### src/rtl/core/assert_macros.svh
// Assertion macros used by the top-level core file.
`ifndef ASSERT_MACROS_SVH
`define ASSERT_MACROS_SVH
// Concurrent assertion on clk_i, disabled while reset is asserted.
`define VG_ASSERT(lbl, prop, msg) \
  lbl: assert property (@(posedge clk_i) disable iff (!rst_ni) (prop)) else $error(msg);
// Checks that a signal carries no unknown bits once reset is released.
`define VG_ASSERT_KNOWN(lbl, sig, msg) \
  lbl: assert property (@(posedge clk_i) disable iff (!rst_ni) !$isunknown(sig)) else $error(msg);
`endif

### src/rtl/core/vgrm_ram.sv
// Generic single-port-write, single-port-read RAM with registered read data.
module vgrm_ram #(
  parameter int unsigned Width = 32,
  parameter int unsigned Depth = 16
) (
  input  logic                     clk_i,
  input  logic                     we_i,
  input  logic [$clog2(Depth)-1:0] waddr_i,
  input  logic [Width-1:0]         wdata_i,
  input  logic [$clog2(Depth)-1:0] raddr_i,
  output logic [Width-1:0]         rdata_o
);
  logic [Width-1:0] mem_q [Depth];

  always_ff @(posedge clk_i) begin
    if (we_i) begin
      mem_q[waddr_i] <= wdata_i;
    end
    rdata_o <= mem_q[raddr_i];
  end
endmodule

### config.mk
export PLATFORM = sky130hd
export DESIGN_NAME = vgrm_ram
export DESIGN_NICKNAME = d
export VERILOG_FILES = /design/src/rtl/core/assert_macros.svh /design/src/rtl/core/vgrm_ram.sv
export SDC_FILE = /design/constraint.sdc
export NUM_CORES = 1
export LEC_CHECK = 0
export BUFFER_PORTS_ARGS = -buffer_cell sky130_fd_sc_hd__buf_4
export CAP_MARGIN = 15
export CORE_MARGIN = 2
export CORE_UTILIZATION = 43
export CTS_CLUSTER_DIAMETER = 80
export DETAILED_ROUTE_END_ITERATION = 16
export SLEW_MARGIN = 20
export SYNTH_ARGS = -nofsm -noshare
export SYNTH_HDL_FRONTEND = slang
export SYNTH_SLANG_ARGS = --single-unit
### constraint.sdc
create_clock -name clk_i -period 4.4 [get_ports clk_i]
set_clock_uncertainty 0.05 [all_clocks]
set_input_delay 0.88 -clock clk_i [delete_from_list [all_inputs] [get_ports clk_i]]
set_output_delay 0.88 -clock clk_i [all_outputs]
set_load 0.1 [all_outputs]
### Yosys cells after proc, flatten, opt, wreduce, memory -nomap -nowiden

Memories as Yosys holds them, arrays and structs flattened. A register that Yosys moved wholly into a read port is not among the register bits.
Cells that the tools add are included.

| word-level totals | value |
|---|---|
| output and inout bits | 32 |
| memory bits (writable) | 512 |
| memories kept | 1 |
| bits in registers | 0 |

| operators by class | value |
|---|---|
| mux-type cells | 2 |

Memories:

| name | depth | width | rd ports | clocked after memory_dff | write ports | line | source |
|---|---|---|---|---|---|---|---|
| mem_q | 16 | 32 | 1 | 1 | 1 | vgrm_ram.sv:13 | `logic [Width-1:0] mem_q [Depth];` |

Operators by type and width:

| kind | count |
|---|---|
| $mux W1 | 2 |

### Depth between registers and ports, before layout

| depth | value |
|---|---|
| depth after elaboration | 2 |
| depth in mapped cells | 5 |
| gate-level depth less buffers | 3 |

### Least setup slack after synthesis

No wires, ideal clock.

| timing | value |
|---|---|
| path kind | input -> register |
| from | in waddr_i[2] |
| to | mem mem_q[0][0] (enable) |
| cell stages on the path | 2 |
| library setup time | 461 ps |
| setup slack | 290 ps |
| arrival time | 3598 ps |
| path through | or3b_2 -> nor3_1 |

RTL lines:

| element | line | source |
|---|---|---|
| start, declared | vgrm_ram.sv:8 | `input logic [$clog2(Depth)-1:0] waddr_i,` |
| end, declared | vgrm_ram.sv:13 |  |

No word-level cell before the write port.

### Final worst setup path

| timing | value |
|---|---|
| from | in waddr_i[2] |
| to | mem mem_q[3][7] (enable) |

No word-level cell before the write port.

==> impl_metrics.csv <==
group,metric,value,unit
floorplanning,fp-row-count,78,
clocking,clock_path_buffers,3,
grt,grt_max_degree,43,
logic_synthesis,synth_cells,838,
clocking,htree_levels,2,
floorplanning,dieArea,47910,sq um
floorplanning,core,45480,sq um
hold_path,holdPathEnd,"mem_q[15][24]$_DFFE_PP_",
logic_synthesis,yosysSeqAreaShare,80.67,%
layout,antennaDiodeCount,0,
logic_synthesis,synth.net_count,880,
power,leakagePower,0.007373,uW
hold_path,hp-start,"wdata_i[24]",
timing,worstMarginPinSlew,1.136,ns
setup_path,rr_worst_depth,3,
timing,fin_hold_ws,0.5339,ns
setup_path,path_class,"input port to flip-flop",
detailed_routing,viasPerCell,5.518,
run,maxCapViolCount,0,
floorplanning,die_h,218.9,microns
floorplanning,die_width,218.9,microns
layout,instances_no_fill,1595,
timing,rsz0062_at_grt,"no",
grt,grt_overflow,0,
hold_path,hold_depth,1,
clocking,cts_tree,"built",
floorplanning,start_util,43.66,%
outcome,status,"complete, no violations",
timing,setup_viol,0,
placed_design,gp_congestion,0.6992,
clocking,cts-buffers-inserted,54,
logic_synthesis,synth.distinct_cells,18,
detailed_routing,antenna_left,0,
detailed_routing,routed_wl,40240,microns
clocking,insertion_delay,0.59,ns
clocking,postCtsHoldBufs,0,
grt,grt_pass1_wl,60550,microns
logic_synthesis,ys_ff_latch,544,
layout,drive_gt1_share,32.56,%
grt,antenna_found_initial,0,
detailed_routing,drt-pass1-iter-count,5,
clocking,cts_sinks,544,
layout,layout.nets,992,
timing,timing.final.crit_share,53.58,%
detailed_routing,num_vias,8801,
hold_path,hold_path_class,"input port to flip-flop",
detailed_routing,dr.first_iter.drc_count,767,
timing,fmax,424.1,MHz
setup_path,worstSetupStartpointType,"input port",
floorplanning,pin_count,74,
logic_synthesis,synth_area,19850,sq um
power,irDropWorstVdd,0.4077,mV
layout,syn_to_final_growth,16.07,%
power,power_per_cell_area,477.1,nW/um^2
logic_synthesis,synth-warning-count,0,
timing,min_period,2.358,ns
clocking,ctsResizeCount,0,
setup_path,r2r_end,"rdata_o[0]$_DFF_P_",
grt,grt_pass1_vias,9389,
setup_path,worst_ep_required_time,4.63,ns
detailed_routing,drc,0,
clocking,clk_pin_slew_worst_paths,0.06,ns
clocking,post-cts-setup-buffers,0,
placed_design,numPortBuffers,73,
placed_design,hpwl,21390,microns
timing,setup_tns,0,ns
setup_path,worstReg2RegStart,"mem_q[3][0]$_DFFE_PP_",
timing,finalMaxSlewViolations,0,
timing,slew-limit-headroom,24.05,%
placed_design,dp_cells,1493,
setup_path,critical_path.max_fanout,20,
clocking,root_buffer,"clkbuf_16",
setup_path,endpoint_kind,"flip-flop",
detailed_routing,detail_route.wl_per_cell,25.23,microns
timing,final-hold-violation-count,0,
setup_path,rrSetupSlack,2.96,ns
setup_path,cp.arrival,2.59,ns
logic_synthesis,syn_area_per_cell,23.69,sq um
grt,grtUsageTotal,17.42,%
cells in the mapped netlist, drive strengths merged:
cell type  number  area, sq um
and2            1        6.260
nand3           1        5.000
nor2           13        48.80
nand2          33        123.9
mux4          128         2883
dfxtp          32        640.6
nor3            4        20.02
edfxtp        512        15370
nand2b          2        12.51
nand3b          2        15.01
or3b            1        8.760
clkbuf         17        63.81
nor2b           2        12.51
a22oi          64        480.5
buf            26        158.9
metal layers:
metal	global-route usage [%]	vias to the layer above	wire, microns	share of wire, %
li1	-	3802	-	-
met1	23.01	4748	17000	42
met2	29.80	196	20630	51
met3	3.313	55	1781	4.4
met4	4.640	0	830	2.1
met5	0	-	0	0
power by group:
part / switching, uW / total [uW] / internal [uW]
registers: 35.2 / 5830 / 5790
clock network: 1840 / 4390 / 2550
logic: 536 / 777 / 241
critical path, cell delays in order:
cell    delay [ns]
buf_4         0.12
or3b_2        0.59
nor2_4        0.60
buf_4         0.37
registers in the layout (all words and copies together) (netlist names):
register / count
rdata_o: 32
mem_q: 512
kinds of logic after synthesis:
group	share of synthesized area, %
compound gates	2.420
flops	80.67
buf+inv	1.122
simple gates	1.273
mux	14.52
layout by cell type, fill, tap and decap left out:
| master | instances |
|---|---|
| edfxtp_1 | 512 |
| mux4_2 | 128 |
| buf_4 | 93 |
| a22oi_1 | 64 |
| clkbuf_16 | 55 |
| nand2_1 | 33 |
| dfxtp_1 | 32 |
| nor2_4 | 13 |
| clkbuf_1 | 13 |
| clkinv_1 | 12 |
| clkinv_2 | 8 |
| clkbuf_8 | 6 |
| nor3_2 | 4 |
| buf_12 | 4 |
| bufinv_16 | 3 |
| clkinvlp_4 | 3 |
| nor2b_4 | 2 |
| nand3b_1 | 2 |
| nand2b_1 | 2 |
| and2_2 | 1 |
| nand3_1 | 1 |
| or3b_2 | 1 |
| inv_6 | 1 |
| clkinv_4 | 1 |
| buf_16 | 1 |
area by class of cell:
type | count | area (sq um)
Clock inverter | 28 | 215.2
Clock buffer | 73 | 1494
Fill cell | 3654 | 22430
Timing Repair Buffer | 99 | 819.5
Sequential cell | 544 | 16020
Multi-Input combinational cell | 251 | 3750
Tap cell | 600 | 750.7
worst max path at each step:
stage,depth (start not counted),to,startpoint
global route,5,rdata_o[23]$_DFF_P_,raddr_i[0]
global placement,4,mem_q[3][7]$_DFFE_PP_,waddr_i[2]
finish,4,mem_q[3][7]$_DFFE_PP_,waddr_i[2]
CTS,4,mem_q[2][11]$_DFFE_PP_,waddr_i[2]
floorplan,2,mem_q[0][0]$_DFFE_PP_,waddr_i[2]
detailed placement,4,mem_q[3][7]$_DFFE_PP_,waddr_i[2]
stage by stage:
step / instance area (sq um) / setup WS (ns) / power, uW / utilization [%]
floorplan: 19850 / 0.2904 / 6461 / -
global placement: 21310 / 1.422 / 6717 / 46.85
detailed placement: 21310 / 1.401 / 6728 / 46.85
CTS: 23020 / 2.044 / 11110 / 50.61
global route: 23040 / 1.985 / 11340 / 50.67
finish: 23040 / 2.042 / 10990 / 50.67
(Power assumes the default switching activity.)
