[config.mk]
export PLATFORM = sky130hd
export DESIGN_NAME = vgrm_div
export DESIGN_NICKNAME = d
export VERILOG_FILES = /design/src/rtl/core/assert_macros.svh /design/src/rtl/core/vgrm_pkg.sv /design/src/rtl/core/vgrm_div.sv
export SDC_FILE = /design/constraint.sdc
export NUM_CORES = 1
export LEC_CHECK = 0
export BUFFER_PORTS_ARGS = -buffer_cell sky130_fd_sc_hd__buf_2
export CORE_ASPECT_RATIO = 1.1
export CORE_MARGIN = 2
export CORE_UTILIZATION = 59
export CTS_CLUSTER_SIZE = 16
export DETAILED_ROUTE_END_ITERATION = 12
export PLACE_DENSITY = 0.89
export SETUP_SLACK_MARGIN = 0.3
export SYNTH_ARGS = -nofsm -noshare
export SYNTH_HDL_FRONTEND = slang
export SYNTH_SLANG_ARGS = --single-unit
[constraint.sdc]
create_clock -name clk_i -period 4.82 [get_ports clk_i]
set_input_delay 1.205 -clock clk_i [delete_from_list [all_inputs] [get_ports clk_i]]
set_output_delay 1.205 -clock clk_i [all_outputs]
set_load 0.01 [all_outputs]
[src/rtl/core/assert_macros.svh]
// Assertion macros used by the top-level core file.
`ifndef ASSERT_MACROS_SVH
`define ASSERT_MACROS_SVH
// Concurrent assertion on clk_i, disabled while reset is asserted.
`define VG_ASSERT(lbl, prop, msg) \
  lbl: assert property (@(posedge clk_i) disable iff (!rst_ni) (prop)) else $error(msg);
// Checks that a signal carries no unknown bits once reset is released.
`define VG_ASSERT_KNOWN(lbl, sig, msg) \
  lbl: assert property (@(posedge clk_i) disable iff (!rst_ni) !$isunknown(sig)) else $error(msg);
`endif

[src/rtl/core/vgrm_pkg.sv]
// Package with the shared types and constants of the voxel grid running mean core.
package vgrm_pkg;
  localparam int unsigned Capacity  = 4096;
  localparam int unsigned FracBits  = 16;
  localparam logic [31:0] InvResReset = 32'd655360;

  localparam logic [1:0] OpAdd   = 2'd0;
  localparam logic [1:0] OpRead  = 2'd1;
  localparam logic [1:0] OpClear = 2'd2;

  localparam logic [2:0] StMerged = 3'd0;
  localparam logic [2:0] StNew    = 3'd1;
  localparam logic [2:0] StFull   = 3'd2;
  localparam logic [2:0] StBadIdx = 3'd3;
  localparam logic [2:0] StClear  = 3'd4;

  typedef struct packed {
    logic        start;
    logic signed [32:0] dividend;
    logic [31:0] divisor;
  } div_req_t;
endpackage

[src/rtl/core/vgrm_div.sv]
// Radix-2 restoring divider of a signed 33-bit dividend by an unsigned 32-bit divisor.
module vgrm_div (
  input  logic                 clk_i,
  input  logic                 rst_ni,
  input  vgrm_pkg::div_req_t   req_i,
  output logic                 done_o,
  output logic signed [32:0]   quot_o
);
  logic [32:0] rem_q, rem_d;
  logic [32:0] quo_q, quo_d;
  logic [31:0] dsr_q;
  logic        neg_q, busy_q, busy_d, done_d;
  logic [5:0]  cnt_q, cnt_d;
  logic [33:0] trial;

  always_comb begin
    rem_d  = rem_q;
    quo_d  = quo_q;
    cnt_d  = cnt_q;
    busy_d = busy_q;
    done_d = 1'b0;
    trial  = {rem_q, quo_q[32]} - {2'b00, dsr_q};
    if (busy_q) begin
      if (!trial[33]) begin
        rem_d = trial[32:0];
        quo_d = {quo_q[31:0], 1'b1};
      end else begin
        rem_d = {rem_q[31:0], quo_q[32]};
        quo_d = {quo_q[31:0], 1'b0};
      end
      cnt_d = cnt_q - 6'd1;
      if (cnt_q == 6'd0) begin
        busy_d = 1'b0;
        done_d = 1'b1;
      end
    end
  end

  always_ff @(posedge clk_i or negedge rst_ni) begin
    if (!rst_ni) begin
      busy_q <= 1'b0;
      done_o <= 1'b0;
      cnt_q  <= '0;
    end else begin
      done_o <= done_d;
      if (req_i.start) begin
        busy_q <= 1'b1;
        cnt_q  <= 6'd32;
      end else begin
        busy_q <= busy_d;
        cnt_q  <= cnt_d;
      end
    end
  end

  always_ff @(posedge clk_i) begin
    if (req_i.start) begin
      rem_q <= '0;
      quo_q <= req_i.dividend[32] ? 33'(-req_i.dividend) : 33'(req_i.dividend);
      neg_q <= req_i.dividend[32];
      dsr_q <= req_i.divisor;
    end else begin
      rem_q <= rem_d;
      quo_q <= quo_d;
    end
  end

  assign quot_o = neg_q ? -$signed(quo_q) : $signed(quo_q);
endmodule

Word-level counts from Yosys, hierarchy flattened --
Index checks and enable logic that the tools add are counted.
Operators by class: $add $sub $neg 4, reduce and logical (&&, ||, !) cells 2, muxes and demuxes 13
Operators by type and width (count):
- $mux W33 | 5
- $neg A33 Y33 | 2
- $sub A34 B32 Y34 | 1
- $mux W6 | 2
- $logic_not A6 Y1 | 1
- $mux W1 | 6
- $sub A6 B1 Y6 const B | 1
- $reduce_bool A2 Y1 | 1
Storage, ports and cells: bits of input ports 68, register bits after elaboration 107, output and inout bits 34, logic and storage cells 26

Logic depth before layout (Yosys ltp) --
depth after elaboration 4, mapped depth 14, gate-level depth less buffers 13

Worst setup path after synthesis --
No wires, ideal clock.
kind reg2out, from register quo_q[6], to output port quot_o[31], data required time 3.615 ns, setup slack 0.648 ns, buffers on the path 0, cell stages (with the launch flop) 8, data arrival time 2.967 ns, cells stage by stage edfxtp_1 nor4_1 nand4_1 or4_1 or4_1 or4_1 o31ai_1 xnor2_1
Between the ends: cells in the longest elaborated chain, start to end 2
Ends and longest elaborated chain:
- from (decl) | line vgrm_div.sv:10 | logic [32:0] quo_q, quo_d;
- from (signal assigned) | line vgrm_div.sv:59 | quo_q <= req_i.dividend[32] ? 33'(-req_i.dividend) : 33'(req_i.dividend);
- from (signal assigned) | line vgrm_div.sv:64 | quo_q <= quo_d;
- $neg A33 Y33 | line vgrm_div.sv:68 | assign quot_o = neg_q ? -$signed(quo_q) : $signed(quo_q);
- $mux W33 | line vgrm_div.sv:68
- to (decl) | line vgrm_div.sv:7 | output logic signed [32:0] quot_o
Every way passes these cells.

Worst setup path after layout --
from register quo_q[7], to output port quot_o[32]
Same word-level chain as after synthesis.

==> impl_metrics.json <==
{
  "vias_per_cell": 5.82,
  "detail_route.wirelength_mm": 16.7,
  "clock_latency_ps": 360,
  "die_h_um": 120,
  "antenna_found_initial": 0,
  "irDropWorstVdd_uv": 296,
  "hold_buffers": 0,
  "final.min_clock_period_ps": 4510,
  "grt_pass1_wl_mm": 27.4,
  "mappedNetlistArea_sq_mm": 0.00725,
  "hp-class": "reg -> reg",
  "avgRoutedWirePerCell_um": 15.5,
  "synth_edf_count": 66,
  "htree_levels": 3,
  "dp_hpwl_mm": 11.9,
  "cts_root_buf": "clkbuf_16",
  "yosysWarningCount": 0,
  "cp_slowest_cell": "or4_4",
  "drv_slew": 0,
  "numCtsBuffers": 9,
  "vias": 6274,
  "arrival_ps": 3300,
  "finalNonFillerCells": 1078,
  "grt_usage": 0.263,
  "maxSlewHeadroom": 0.234,
  "syn_inst": 810,
  "tritoncts": "yes",
  "port_buffers": 101,
  "min_period_over_period": 0.936,
  "rsz0062_at_grt": "true",
  "start_util": 0.602,
  "synthTopCellsByArea": "edfxtp_1 27%, dfxtp_1 9.1%, xnor2_1 7.0%",
  "grt_pass1_vias": 5954,
  "synth-async-reset-ratio": 0.0748,
  "dp_cells": 1039,
  "end_kind": "primary output",
  "critical_path_class": "reg -> out",
  "setup-tns-final_ps": 0,
  "rows": 42,
  "synthToLayoutAreaGrowth_pct": 17.0,
  "nets": 1024,
  "timing.fmax_ghz": 0.222,
  "synth.largest_area_cell": "edfxtp_1",
  "grt_max_degree": 79,
  "cp_slowest_stage_delay_ps": 480,
  "fin_util": 0.705,
  "final_antenna_net_count": 0,
  "drive_gt1_frac": 0.193,
  "synth_cell_types": 61,
  "overflow": 0,
  "dieArea_sq_mm": 0.0132,
  "worstPathMaxFanout": 5,
  "synth_top_area_frac": 0.274,
  "first_pass_iters": 6,
  "cp_data_required_time_ps": 3620,
  "clockBufferDepth": 2,
  "setup_viol_count_final": 0,
  "hold_viol": 0,
  "ff2ff_setup_slack_ps": 1060,
  "cp-start-kind": "flop",
  "die_x_um": 110,
  "synth_nets": 915,
  "io_pins": 102,
  "crit_top_cell": "or4_4",
  "fin_hold_ws_ps": 488,
  "n_fill_cell": 915,
  "fin_skew_ps": 7.33,
  "drt-initial-drc-count": 420,
  "worstPathCellList": "nor4_4 -> buf_4 -> nand3_4 -> or4_4 -> or4_4 -> or4_4 -> o21ai_4 -> nand2_2 -> xnor2_2 -> buf_2",
  "yosysSeqAreaShare": 0.392,
  "p_leak_nw": 3.56,
  "ys.flop_type": "edfxtp_1",
  "p_per_area_mw_per_mm2": 354,
  "cap_violations": 0,
  "ys_ff_latch": 107,
  "cts.clk_slew.worst_paths_ps": 70,
  "gp_congestion": 0.942,
  "avgSynthCellArea_sq_um": 8.95,
  "clock-sinks": 107,
  "worst_pin_slew_ps": 1150,
  "drc": 0,
  "antenna_cells": 0,
  "outcome": "finished, final reports clean",
  "core-area_sq_mm": 0.0120
}
## metal layers
layer  vias up  share of wire  global-route usage
met5         -              0                   0
met1      2890           0.42               0.335
met2       194           0.50               0.447
met3        26          0.054              0.0501
met4         0          0.020              0.0854
li1       3164              -                   -
## final cells by class
type	count	area, sq um	share of cell area
multi-input cells	618	4210	0.496
flip-flops and latches	107	2840	0.335
repair buffers	130	752	0.0887
clock buffers	10	229	0.0270
inverters	53	199	0.0235
well taps	154	193	0.0227
clock inverters	6	56.3	0.00664
## state kept, by name, summed over array words and instances, names as in the netlist
name,cells
cnt_q,6
done_o,1
dsr_q,32
quo_q,33
busy_q,1
neg_q,1
rem_q,33
## metrics by stage
stage	power (mW)	instance area [sq um]	setup WS, ps
after floorplan	1.95	7250	648
after global placement	2.21	7890	311
after detailed placement	2.24	7890	229
after CTS	2.98	8380	269
after global routing	3.18	8480	212
final	3.00	8480	310
## synth_stat cells (all sizes together), types with 6 or more instances
cell / n
nor2: 97
inv: 53
nand4: 7
nor3: 9
nor4: 6
xor2: 33
nor2b: 8
nand2: 56
nand2b: 7
o21a: 6
ha: 36
o41ai: 9
nand3: 13
a21oi: 77
o211ai: 8
clkbuf: 25
mux2: 6
mux2i: 10
xnor2: 58
o31ai: 22
edfxtp: 66
or4: 15
dfrtp: 8
o21ai: 45
a21o: 10
buf: 7
or3: 7
dfxtp: 33
a211oi: 24
## cell usage in the layout (no fill, tap or decap), drive strengths merged, types with 9 or more instances in the layout
cell    instances
o31ai          22
or4            15
nand2          56
xor2           33
a211oi         24
o21ai          45
edfxtp         66
mux2i          10
nor3            9
nand3          13
buf           130
inv            53
dfxtp          33
xnor2          58
a21o           10
clkbuf         10
a21oi          77
ha             36
nor2           97
o41ai           9
## kinds of logic after synthesis
group	Yosys count	share of synthesized area
and+or+nand+nor	236	0.155
AOI/OAI and AO/OA	238	0.211
xor gates and xnor gates	91	0.110
DFF	107	0.392
muxes	16	0.0231
adders and majority gates	37	0.0649
buffers and inverters	85	0.0446
## repair_timing
item	4_1_cts	5_1_grt
pin swaps	6	6
resized for setup	14	16
buffers inserted	20	3
setup endpoints to repair	6	6
## critical path: cells and delay by family (launching register included)
family,cells,cell delay [ps]
xor gates and xnor gates,1,130
AOI/OAI and AO/OA,1,180
DFF,1,440
and+or+nand+nor,6,1870
buffers and inverters,2,320
## final timing paths
path	startpoint	endpoint	depth (start not counted)
worst max-delay path	quo_q[7]	quot_o[32]	10
max in group asynchronous	rst_ni	cnt_q[1]	1
min in group asynchronous	rst_ni	cnt_q[2]	1
worst min-delay path	rem_q[1]	rem_q[1]	2
worst min register to register	rem_q[1]	rem_q[1]	2
worst max register to register	dsr_q[28]	rem_q[26]	11
## report_power, final
group / switching [mW] / internal [mW]
combinational: 0.569 / 0.442
sequential: 0.137 / 1.13
clock: 0.325 / 0.398
(Power assumes the default switching activity.)
